`config.mk`:
```
export PLATFORM = sky130hd
export DESIGN_NAME = ppe_trig
export DESIGN_NICKNAME = d
export VERILOG_FILES = /design/src/rtl/ppe_pkg.sv /design/src/rtl/ppe_trig.sv
export SDC_FILE = /design/constraint.sdc
export NUM_CORES = 2
export LEC_CHECK = 0
export BUFFER_PORTS_ARGS = -buffer_cell sky130_fd_sc_hd__clkbuf_2
export CAP_MARGIN = 15
export CORE_MARGIN = 2
export CORE_UTILIZATION = 50
export CTS_CLUSTER_DIAMETER = 30
export DETAILED_ROUTE_END_ITERATION = 8
export PLACE_DENSITY = 0.64
export SLEW_MARGIN = 5
export SYNTH_ARGS = -nofsm -noshare
export SYNTH_HDL_FRONTEND = slang
export SYNTH_SLANG_ARGS = --single-unit
```
`constraint.sdc`:
```
create_clock -name clk -period 11.1 [get_ports clk]
set_clock_uncertainty 0.15 [all_clocks]
set_input_delay 2.22 -clock clk [delete_from_list [all_inputs] [get_ports clk]]
set_output_delay 2.22 -clock clk [all_outputs]
set_load 0.01 [all_outputs]
```
`src/rtl/ppe_pkg.sv`:
```
// Package with shared types, register indexes and trig constants for the pivot rotator.
`default_nettype none
package ppe_pkg;

    localparam int CFG_INDEX_WIDTH = 3;
    localparam int CFG_DATA_WIDTH  = 32;
    localparam int ANGLE_BITS      = 32;
    localparam int COEF_WIDTH      = 32;

    localparam logic [CFG_INDEX_WIDTH-1:0] CFG_ANGLE_X = 3'd0;
    localparam logic [CFG_INDEX_WIDTH-1:0] CFG_ANGLE_Y = 3'd1;
    localparam logic [CFG_INDEX_WIDTH-1:0] CFG_ANGLE_Z = 3'd2;
    localparam logic [CFG_INDEX_WIDTH-1:0] CFG_PIVOT_X = 3'd3;
    localparam logic [CFG_INDEX_WIDTH-1:0] CFG_PIVOT_Y = 3'd4;
    localparam logic [CFG_INDEX_WIDTH-1:0] CFG_PIVOT_Z = 3'd5;

    // pi in Q2.30, rounded.
    localparam logic [31:0] PI_Q30 = 32'hC90F_DAA2;
    localparam logic [30:0] Q30_ONE = 31'h4000_0000;

    localparam int SIN_STEPS = 6;
    localparam int COS_STEPS = 7;

    localparam logic [63:0] RECIP_NUM = 64'h8000_0000;

    typedef struct packed {
        logic signed [COEF_WIDTH-1:0] k11;
        logic signed [COEF_WIDTH-1:0] k12;
        logic signed [COEF_WIDTH-1:0] k21;
        logic signed [COEF_WIDTH-1:0] k22;
    } coef_t;

    // Horner divisors: sine series first, then cosine series.
    function automatic logic [7:0] horner_div(input logic is_cos, input logic [2:0] step);
        logic [7:0] k;
        k = 8'd1;
        unique case ({is_cos, step})
            4'b0000: k = 8'd156;
            4'b0001: k = 8'd110;
            4'b0010: k = 8'd72;
            4'b0011: k = 8'd42;
            4'b0100: k = 8'd20;
            4'b0101: k = 8'd6;
            4'b1000: k = 8'd182;
            4'b1001: k = 8'd132;
            4'b1010: k = 8'd90;
            4'b1011: k = 8'd56;
            4'b1100: k = 8'd30;
            4'b1101: k = 8'd12;
            4'b1110: k = 8'd2;
            default: k = 8'd1;
        endcase
        return k;
    endfunction

    // Reciprocals floor(2^31 / k) of the Horner divisors, in the same order.
    function automatic logic [31:0] horner_recip(input logic is_cos, input logic [2:0] step);
        logic [31:0] m;
        m = 32'(RECIP_NUM);
        unique case ({is_cos, step})
            4'b0000: m = 32'(RECIP_NUM / 64'd156);
            4'b0001: m = 32'(RECIP_NUM / 64'd110);
            4'b0010: m = 32'(RECIP_NUM / 64'd72);
            4'b0011: m = 32'(RECIP_NUM / 64'd42);
            4'b0100: m = 32'(RECIP_NUM / 64'd20);
            4'b0101: m = 32'(RECIP_NUM / 64'd6);
            4'b1000: m = 32'(RECIP_NUM / 64'd182);
            4'b1001: m = 32'(RECIP_NUM / 64'd132);
            4'b1010: m = 32'(RECIP_NUM / 64'd90);
            4'b1011: m = 32'(RECIP_NUM / 64'd56);
            4'b1100: m = 32'(RECIP_NUM / 64'd30);
            4'b1101: m = 32'(RECIP_NUM / 64'd12);
            4'b1110: m = 32'(RECIP_NUM / 64'd2);
            default: m = 32'(RECIP_NUM);
        endcase
        return m;
    endfunction

endpackage
`default_nettype wire

```
`src/rtl/ppe_trig.sv`:
```
// Sequential sine/cosine unit: shared multiplier and reciprocal division, one axis at a time.
`default_nettype none
module ppe_trig #(
    parameter int ANGLE_WIDTH = 32
) (
    input  wire logic                   clk,
    input  wire logic                   rst_n,
    input  wire logic                   start,
    input  wire logic [ANGLE_WIDTH-1:0] angle_x,
    input  wire logic [ANGLE_WIDTH-1:0] angle_y,
    input  wire logic [ANGLE_WIDTH-1:0] angle_z,
    output logic                        busy,
    output logic signed [ppe_pkg::COEF_WIDTH-1:0] cos_x,
    output logic signed [ppe_pkg::COEF_WIDTH-1:0] sin_x,
    output logic signed [ppe_pkg::COEF_WIDTH-1:0] cos_y,
    output logic signed [ppe_pkg::COEF_WIDTH-1:0] sin_y,
    output logic signed [ppe_pkg::COEF_WIDTH-1:0] cos_z,
    output logic signed [ppe_pkg::COEF_WIDTH-1:0] sin_z
);

    localparam logic [3:0] ST_IDLE = 4'd0;
    localparam logic [3:0] ST_PREP = 4'd1;
    localparam logic [3:0] ST_XM   = 4'd2;
    localparam logic [3:0] ST_XMR  = 4'd3;
    localparam logic [3:0] ST_X2   = 4'd4;
    localparam logic [3:0] ST_X2R  = 4'd5;
    localparam logic [3:0] ST_HM   = 4'd6;
    localparam logic [3:0] ST_HD   = 4'd7;
    localparam logic [3:0] ST_QM   = 4'd8;
    localparam logic [3:0] ST_HT   = 4'd9;
    localparam logic [3:0] ST_SM   = 4'd10;
    localparam logic [3:0] ST_SR   = 4'd11;
    localparam logic [3:0] ST_MAP  = 4'd12;
    localparam logic [3:0] ST_QR   = 4'd13;
    localparam logic [3:0] ST_QC   = 4'd14;

    localparam int CW = ppe_pkg::COEF_WIDTH;

    logic [3:0]  state_reg;
    logic [1:0]  axis_reg;
    logic        phase_reg;
    logic [2:0]  step_reg;
    logic [1:0]  q_reg;
    logic        neg_reg;
    logic [29:0] rmag_reg;
    logic [63:0] prod_reg;
    logic [30:0] xm_reg;
    logic [30:0] x2_reg;
    logic [30:0] t_reg;
    logic [30:0] smag_reg;
    logic [31:0] dvd_reg;
    logic [31:0] quo_reg;
    logic signed [CW-1:0] cos_reg [3];
    logic signed [CW-1:0] sin_reg [3];

    logic [ANGLE_WIDTH-1:0] ang_sel;
    logic [31:0] a_full;
    logic [31:0] a_round;
    logic [1:0]  q_next;
    logic [31:0] u_val;
    logic [31:0] u_mag;
    logic [31:0] mul_a;
    logic [31:0] mul_b;
    logic [7:0]  kdiv;
    logic [31:0] recip;
    logic [31:0] rem_val;
    logic        q_fix;
    logic [63:0] hd_sum;
    logic [63:0] rnd31;
    logic [63:0] rnd29;
    logic [31:0] t_new;
    logic signed [CW-1:0] c_val;
    logic signed [CW-1:0] s_val;
    logic signed [CW-1:0] cos_m;
    logic signed [CW-1:0] sin_m;

    always_comb
    begin
        unique case (axis_reg)
            2'd0:    ang_sel = angle_x;
            2'd1:    ang_sel = angle_y;
            default: ang_sel = angle_z;
        endcase
        // Only the top angle bits are stored; the rest read as zero.
        a_full  = 32'(ang_sel) << (ppe_pkg::ANGLE_BITS - ANGLE_WIDTH);
        a_round = a_full + 32'h2000_0000;
        q_next  = a_round[31:30];
        u_val   = a_full - {q_next, 30'd0};
        u_mag   = u_val[31] ? (32'd0 - u_val) : u_val;
    end

    always_comb
    begin
        unique case (state_reg)
            ST_XM:
            begin
                mul_a = 32'(rmag_reg);
                mul_b = ppe_pkg::PI_Q30;
            end
            ST_X2:
            begin
                mul_a = 32'(xm_reg);
                mul_b = 32'(xm_reg);
            end
            ST_SM:
            begin
                mul_a = 32'(xm_reg);
                mul_b = 32'(t_reg);
            end
            ST_QM:
            begin
                mul_a = dvd_reg;
                mul_b = recip;
            end
            default:
            begin
                mul_a = 32'(x2_reg);
                mul_b = 32'(t_reg);
            end
        endcase
    end

    always_comb
    begin
        kdiv    = ppe_pkg::horner_div(phase_reg, step_reg);
        recip   = ppe_pkg::horner_recip(phase_reg, step_reg);
        rem_val = dvd_reg - (quo_reg * 32'(kdiv));
        q_fix   = (rem_val >= 32'(kdiv));
        hd_sum  = prod_reg + (64'(kdiv) << 29);
        rnd31   = prod_reg + (64'd1 << 31);
        rnd29   = prod_reg + (64'd1 << 29);
        t_new   = 32'(ppe_pkg::Q30_ONE) - quo_reg;
        s_val   = neg_reg ? -CW'($signed({1'b0, smag_reg})) : CW'($signed({1'b0, smag_reg}));
        c_val   = CW'($signed({1'b0, t_reg}));
        unique case (q_reg)
            2'd0:
            begin
                cos_m = c_val;
                sin_m = s_val;
            end
            2'd1:
            begin
                cos_m = -s_val;
                sin_m = c_val;
            end
            2'd2:
            begin
                cos_m = -c_val;
                sin_m = -s_val;
            end
            default:
            begin
                cos_m = s_val;
                sin_m = -c_val;
            end
        endcase
    end

    always_ff @(posedge clk)
    begin
        prod_reg <= mul_a * mul_b;
    end

    always_ff @(posedge clk or negedge rst_n)
    begin
        if (!rst_n)
        begin
            state_reg <= ST_IDLE;
            axis_reg  <= 2'd0;
            phase_reg <= 1'b0;
            step_reg  <= 3'd0;
            // Zero angles give the identity rotation.
            for (int i = 0; i < 3; i++)
            begin
                cos_reg[i] <= CW'($signed({1'b0, ppe_pkg::Q30_ONE}));
                sin_reg[i] <= '0;
            end
        end
        else if (start)
        begin
            state_reg <= ST_PREP;
            axis_reg  <= 2'd0;
        end
        else
        begin
            unique case (state_reg)
                ST_IDLE: state_reg <= ST_IDLE;
                ST_PREP:
                begin
                    q_reg     <= q_next;
                    neg_reg   <= u_val[31];
                    rmag_reg  <= u_mag[29:0];
                    state_reg <= ST_XM;
                end
                ST_XM: state_reg <= ST_XMR;
                ST_XMR:
                begin
                    xm_reg    <= rnd31[62:32];
                    state_reg <= ST_X2;
                end
                ST_X2: state_reg <= ST_X2R;
                ST_X2R:
                begin
                    x2_reg    <= rnd29[60:30];
                    t_reg     <= ppe_pkg::Q30_ONE;
                    phase_reg <= 1'b0;
                    step_reg  <= 3'd0;
                    state_reg <= ST_HM;
                end
                ST_HM: state_reg <= ST_HD;
                ST_HD:
                begin
                    dvd_reg   <= hd_sum[61:30];
                    state_reg <= ST_QM;
                end
                ST_QM: state_reg <= ST_QR;
                ST_QR:
                begin
                    quo_reg   <= prod_reg[62:31];
                    state_reg <= ST_QC;
                end
                ST_QC:
                begin
                    // The reciprocal estimate is at most one short of the true quotient.
                    quo_reg   <= quo_reg + {31'd0, q_fix};
                    state_reg <= ST_HT;
                end
                ST_HT:
                begin
                    t_reg <= t_new[30:0];
                    if (!phase_reg && step_reg == 3'(ppe_pkg::SIN_STEPS - 1))
                    begin
                        state_reg <= ST_SM;
                    end
                    else if (phase_reg && step_reg == 3'(ppe_pkg::COS_STEPS - 1))
                    begin
                        state_reg <= ST_MAP;
                    end
                    else
                    begin
                        step_reg  <= step_reg + 3'd1;
                        state_reg <= ST_HM;
                    end
                end
                ST_SM: state_reg <= ST_SR;
                ST_SR:
                begin
                    smag_reg  <= rnd29[60:30];
                    t_reg     <= ppe_pkg::Q30_ONE;
                    phase_reg <= 1'b1;
                    step_reg  <= 3'd0;
                    state_reg <= ST_HM;
                end
                ST_MAP:
                begin
                    cos_reg[axis_reg] <= cos_m;
                    sin_reg[axis_reg] <= sin_m;
                    if (axis_reg == 2'd2)
                    begin
                        state_reg <= ST_IDLE;
                    end
                    else
                    begin
                        axis_reg  <= axis_reg + 2'd1;
                        state_reg <= ST_PREP;
                    end
                end
                default: state_reg <= ST_IDLE;
            endcase
        end
    end

    assign busy  = (state_reg != ST_IDLE);
    assign cos_x = cos_reg[0];
    assign sin_x = sin_reg[0];
    assign cos_y = cos_reg[1];
    assign sin_y = sin_reg[1];
    assign cos_z = cos_reg[2];
    assign sin_z = sin_reg[2];

endmodule
`default_nettype wire

```
[Yosys cells after proc, flatten, opt, wreduce, memory -nomap -nowiden]
Memory sizes are Yosys's and may differ from the RTL's.
Cells that the tools add are included.
Storage, ports and cells
  RAM bits: 0
  memories kept: 2
  bits in latches: 0
  ROM bits: 624
  logic and storage cells: 115
  flip-flop bits (word level): 486
Operators by class
  div/mod/pow operators: 0
  order comparisons: 3
  bitwise logic cells: 2
  muxes and demuxes: 25
  $mul: 2
  reduce and logical (&&, ||, !) cells: 24
  shift-type cells: 0
  add/subtract/negate cells: 14
  eq/ne operators: 23
Memories
  (no name shown): depth 16, bits a word 31, read ports 1, clocked after memory_dff 0, write ports 0, line ppe_pkg.sv:60  | unique case ({is_cos, step})
  (no name shown): depth 16, bits a word 8, read ports 1, clocked after memory_dff 0, write ports 0, line ppe_pkg.sv:37  | unique case ({is_cos, step})
Operator list (number)
  32-bit case mux with 3 select lines: 4
  96-bit bitwise mux: 2
  32-bit case mux with 2 select lines: 2
  32-bit demux with 2-bit select: 1
  32-bit 2-to-1 mux: 2
  31-bit negator with 32-bit output: 2
  32-bit subtractor: 2
  63-bit by 32-bit adder with 63-bit output, second input constant: 1
  32-bit by 32-bit multiplier with 63-bit output: 1
  62-bit by 37-bit adder with 62-bit output: 1
  31-bit case mux with 2 select lines: 1
  61-bit by 30-bit adder with 61-bit output, second input constant: 1
  4-bit case mux with 13 select lines: 1
  32-bit by 1-bit adder with 32-bit output: 1
  32-bit by 30-bit adder with 32-bit output, second input constant: 1
  32-bit by 8-bit greater-or-equal comparator with 1-bit output: 1
  32-bit by 8-bit multiplier with 32-bit output: 1
  32-bit negator: 1
  31-bit subtractor, first input constant: 1
  30-bit 2-to-1 mux: 1
  1-bit by 30-bit subtractor with 30-bit output, first input constant: 1
  4-bit == test, second input constant: 7
  3-bit AND reduction: 7
  4-bit by 3-bit == test with 1-bit output, second input constant: 4
  other kinds (26): 46

[Longest topological paths before layout]
  depth after elaboration: 6
  mapped depth: 40
  depth with buffers taken out: 38

[Worst setup path before layout]
Ideal clock, no wire load.
  path type: register to register
  from: register state_reg[3]
  to: register prod_reg[62]
  data required time: 10878 ps
  arrival time: 9373 ps
  stages on the path, launching flop included: 35
  path buffers: 6
  setup slack: 1504 ps
  cell sequence: dfrtp_1 clkbuf_1 clkbuf_1 or2_2 clkbuf_1 nor3b_1 clkbuf_1 a22o_1 a221o_1 clkbuf_1 nand2_1 fa_1 inv_1 fa_1 inv_1 fa_1 fa_1 inv_1 fa_1 fa_1 fa_1 fa_1 ha_1 clkbuf_1 a21o_1 a21o_1 a21o_1 or3_1 a41oi_1 o22ai_1 a211oi_1 o41ai_2 a21o_1 a21oi_1 xnor2_1
On the way
  word-level cells in the longest chain between the ends: 4
  elaborated cells on any way between the ends: 8
Ends and longest elaborated chain
  from (decl): line ppe_trig.sv:39  | logic [3:0] state_reg;
  from (signal assigned): line ppe_trig.sv:168  | state_reg <= ST_IDLE;
  from (signal assigned): line ppe_trig.sv:181  | state_reg <= ST_PREP;
  from (signal assigned): line ppe_trig.sv:187  | ST_IDLE: state_reg <= ST_IDLE;
  4-bit == test / 4-bit by 3-bit == test with 1-bit output (equally long branches): line ppe_trig.sv:94  | unique case (state_reg)
  2-bit OR reduction (no source line)
  32-bit case mux with 3 select lines: line ppe_trig.sv:94
  32-bit by 32-bit multiplier with 63-bit output *: line ppe_trig.sv:161  | prod_reg <= mul_a * mul_b;
  to (signal assigned): line ppe_trig.sv:161
  to (decl): line ppe_trig.sv:46  | logic [63:0] prod_reg;
Every way passes the cells marked *; elsewhere a longest branch is shown, timed or not.
A chain may end at the register's enable or synchronous reset.

[Worst setup path in the final report]
  from: register state_reg[2]
  to: register prod_reg[62]
The elaborated chain is that of the path after synthesis.

==> results by stage <==
Run status:
- The run finished with clean final reports.

Logic synthesis:
- The synthesized design contains 457 register bits.
- The number of distinct library cells after synthesis is 110.
- Yosys printed 0 warnings.
- After technology mapping, the gate count stands at 7206.
- For this run, the register share of the synthesized area comes to 0.190.
- The net count after synthesis is 8724.
- The post-synthesis instance area is 65000 um2.
- The synthesized design contains 221 enable-type register cells.
- The fraction of registers with async set/reset is 0.442.
- The prevailing post-synth register cell is sky130_fd_sc_hd__edfxtp_1.
- The synthesized area per cell is 9.02 um2.

Setup path:
- The critical-path cell with the highest stage delay is sky130_fd_sc_hd__o21ai_0.
- The sort of element at the end of the critical path is a flop.
- The delay contributed by the slowest stage of the critical path is 1.12 ns.
- The worst register-to-register path has a depth of 29.
- The total buffers and inverters traversed by the critical path is 5.
- The arrival time at the worst endpoint is 11.23 ns.
- The start-to-end type of the worst setup path is flop to flop.
- The worst register-to-register path ends at prod_reg[62]$_DFF_P_.
- The critical path runs through a total of 29 cells.
- The type of element launching the critical path is a flop.
- The setup check on the worst reg-to-reg path leaves a slack of 0.31 ns.
- STA puts the critical path data required time at 11.54 ns.
- The cell that appears most often on the critical path is sky130_fd_sc_hd__fa_1.
- In this run the worst path has a maximum fanout of 21.
- The kind of cell adding the most delay to the critical path is adder cells.
- In this run the critical register-to-register path is launched from state_reg[2]$_DFF_PN0_.

Drt:
- After detailed routing, the number of vias per cell comes to 5.80.
- The routed layout has 53200 vias.
- For this run, the detailed router's first-pass iteration total came to 6.
- The detail-routed net length per standard cell is 24.7 um.
- After detailed routing, the number of remaining DRC violations is 0.
- The initial DRC count is 5842.
- Once detail routing completed, the nets flagged for antenna violations numbered 0.
- The post-detailed-routing wire length is 227 mm.

GRT:
- The residual overflow from global routing is 0.
- The number of antenna violations at the first check in global routing is 14.
- The via count of the first global-routing pass is 54400.
- The first global-routing pass estimated 342 mm of wire.
- Entering global routing, the biggest net connects 100 pins.
- The total routing resource utilization after global routing is 0.348.

Placement:
- The final RePlAce weighted congestion is 1.08.
- Detailed placement finished with a half-perimeter wire length of 181 mm.
- The quantity of I/O buffers inserted on ports is 291.

CTS:
- Hold repair after CTS inserted 0 buffers.
- The count of buffers added by post-CTS timing repair for setup is 0.
- The clock insertion delay at the later pin of the skew report is 0.68 ns.
- In this run the clock root is driven by a sky130_fd_sc_hd__clkbuf_16.
- The post-CTS resize count is 0.
- The tree built by TritonCTS fans out to 457 sinks.
- Clock-pin slew was measured on the worst setup and hold paths at 0.06 ns.
- The CTS tree is done.
- The total clock buffers created by CTS is 81.
- The longest clock path from root to sink contains 3 buffers.
- The maximum level of the CTS H-tree is 3.

Final layout:
- The final core utilization is 0.555.
- In the final layout, flip-flops and latches occupy 12400 um2.
- Counting the fill cells in the layout gives 11700.
- In the final layout, the share of cells above drive strength 1 is 0.116.
- The library cells used most frequently in the layout, excluding fill and tap cells, are sky130_fd_sc_hd__inv_1 (1198), sky130_fd_sc_hd__fa_1 (1079), sky130_fd_sc_hd__nand2_1 (920).
- The register with the most flip-flops in the layout has 34 of them.
- The layout overhead on the synthesized area is 10.4%.
- The count of nets after finishing is 8872.
- The most frequent standard cell in the layout excluding fill and tap cells is sky130_fd_sc_hd__inv_1.
- The area of the multi-input gates is 47000 um2.

Timing:
- Setup repair after global routing left no endpoint under its margin.
- The sum of negative setup slack is 0 ns.
- The number of endpoints failing setup at the final stage is 0.
- Dividing the final minimum period by the clock period gives 0.972.
- The slew at the pin closest to its max-slew limit is 1.24 ns.
- The number of hold-slack violations in the final timing report is 0.
- Measured against its own limit, the worst slew margin works out to 0.176.
- The shortest period the worst path allows is 10.79 ns.
- The number of max-slew violations in the final report came to 0.
- Timing would allow up to 92.7 MHz.

Die:
- The initial cell density of the core is 0.503.
- The die is 365 um tall.
- The area enclosed by the die boundary is 133000 um2.
- 292 I/O pins were placed.
- The placement row count is 132.
- The placeable core region is 129000 um2.
- The die boundary width is 365 um.

Hold path:
- The type of the worst min-delay path is flop to flop.
- The beginning of the worst hold path is cos_y[30]$_DFFE_PN1P_.
- The hold path endpoint is cos_y[30]$_DFFE_PN1P_.
- Counting instances, the worst hold path has a depth of 2.

Flow run:
- The number of max-cap violations is 0.
## cells in the mapped netlist, drive strengths merged, types with 8 or more instances
cell | instances | area share
and4 | 8 | 0.0011
buf | 35 | 0.0027
nor4 | 28 | 0.0038
nand3 | 85 | 0.0066
a22o | 21 | 0.0028
xor2 | 152 | 0.021
ha | 340 | 0.065
o21a | 13 | 0.0015
dfxtp | 34 | 0.010
nand2 | 924 | 0.053
edfxtp | 221 | 0.10
o221ai | 8 | 0.0011
a21o | 58 | 0.0067
nor3b | 8 | 0.00092
or3 | 26 | 0.0027
nor3 | 62 | 0.0053
clkbuf | 379 | 0.023
a211oi | 16 | 0.0018
a21oi | 191 | 0.015
a221o | 43 | 0.0066
o41ai | 12 | 0.0020
and2 | 109 | 0.010
a22oi | 32 | 0.0037
o21bai | 21 | 0.0024
inv | 1199 | 0.069
nor2 | 879 | 0.051
and3 | 30 | 0.0029
mux2 | 87 | 0.015
nand4 | 44 | 0.0047
dfrtp | 199 | 0.077
a31oi | 18 | 0.0017
o31ai | 37 | 0.0043
nand2b | 56 | 0.0054
o211ai | 15 | 0.0017
fa | 1079 | 0.33
or4 | 19 | 0.0024
nor2b | 50 | 0.0048
mux2i | 20 | 0.0031
xnor2 | 187 | 0.025
a221oi | 45 | 0.0062
or2 | 18 | 0.0017
o21ai | 288 | 0.022
## metrics by stage
step / setup slack (ns) / hold WS (ns) / instances / instance area [um2]
detailed placement: 0.478 / 0.310 / 9011 / 68900
CTS: 0.460 / 0.317 / 9162 / 71700
global route: 0.0389 / 0.343 / 9164 / 71800
global placement: 0.474 / 0.310 / 9011 / 68900
finish: 0.312 / 0.316 / 9167 / 71800
floorplan: 1.50 / 0.319 / 7206 / 65000
## final cells by class
class,count,share of cell area
sequential,457,0.172
clock inverter,58,0.00915
timing repair buffer,479,0.0404
tap,1742,0.0304
inverter,1203,0.0629
antenna,3,0.000105
multi-input combinational,5132,0.655
clock buffer,93,0.0299
## worst register-to-register path, delay by kind of cell, from the launching register on
| kind | cells | cell delay (ns) |
|---|---|---|
| compound gates | 11 | 3.99 |
| xor+xnor | 1 | 0.14 |
| fa+ha+maj | 9 | 4.16 |
| buf+inv | 5 | 0.25 |
| flops | 1 | 0.56 |
| simple gates | 3 | 1.48 |
## worst max path at each step
stage                                      start                    to  slack, ns
final                     state_reg[2]$_DFF_PN0_  prod_reg[62]$_DFF_P_       0.31
after global routing      state_reg[2]$_DFF_PN0_  prod_reg[62]$_DFF_P_       0.04
after CTS                 state_reg[2]$_DFF_PN0_  prod_reg[62]$_DFF_P_       0.46
after detailed placement  state_reg[2]$_DFF_PN0_  prod_reg[62]$_DFF_P_       0.48
after global placement    state_reg[2]$_DFF_PN0_  prod_reg[62]$_DFF_P_       0.47
after floorplan           state_reg[3]$_DFF_PN0_  prod_reg[62]$_DFF_P_       1.50
## cells by family (layout without fill, tap and decap cells)
logic type                 after synthesis  count (layout)  share of synthesized area
muxes                                  114             114                     0.0206
and+or+nand+nor                       2362            2362                      0.159
AOI/OAI and AO/OA                      896             896                     0.0909
xor gates and xnor gates               340             340                     0.0465
other                                    1               4                  0.0000577
buffers and inverters                 1617            1833                     0.0949
adders and majority gates             1419            1419                      0.398
DFF                                    457             457                      0.190
## layer usage
| layer | GRT usage | up-vias | wire length [um] |
|---|---|---|---|
| li1 | - | 23000 | - |
| met1 | 0.463 | 26600 | 87700 |
| met2 | 0.530 | 2920 | 99800 |
| met3 | 0.0862 | 648 | 25000 |
| met4 | 0.178 | 8 | 14000 |
| met5 | 0 | - | 63 |
Power is not shown: default switching activity piles up to over one toggle a cycle in this logic, so the estimate is an artifact.
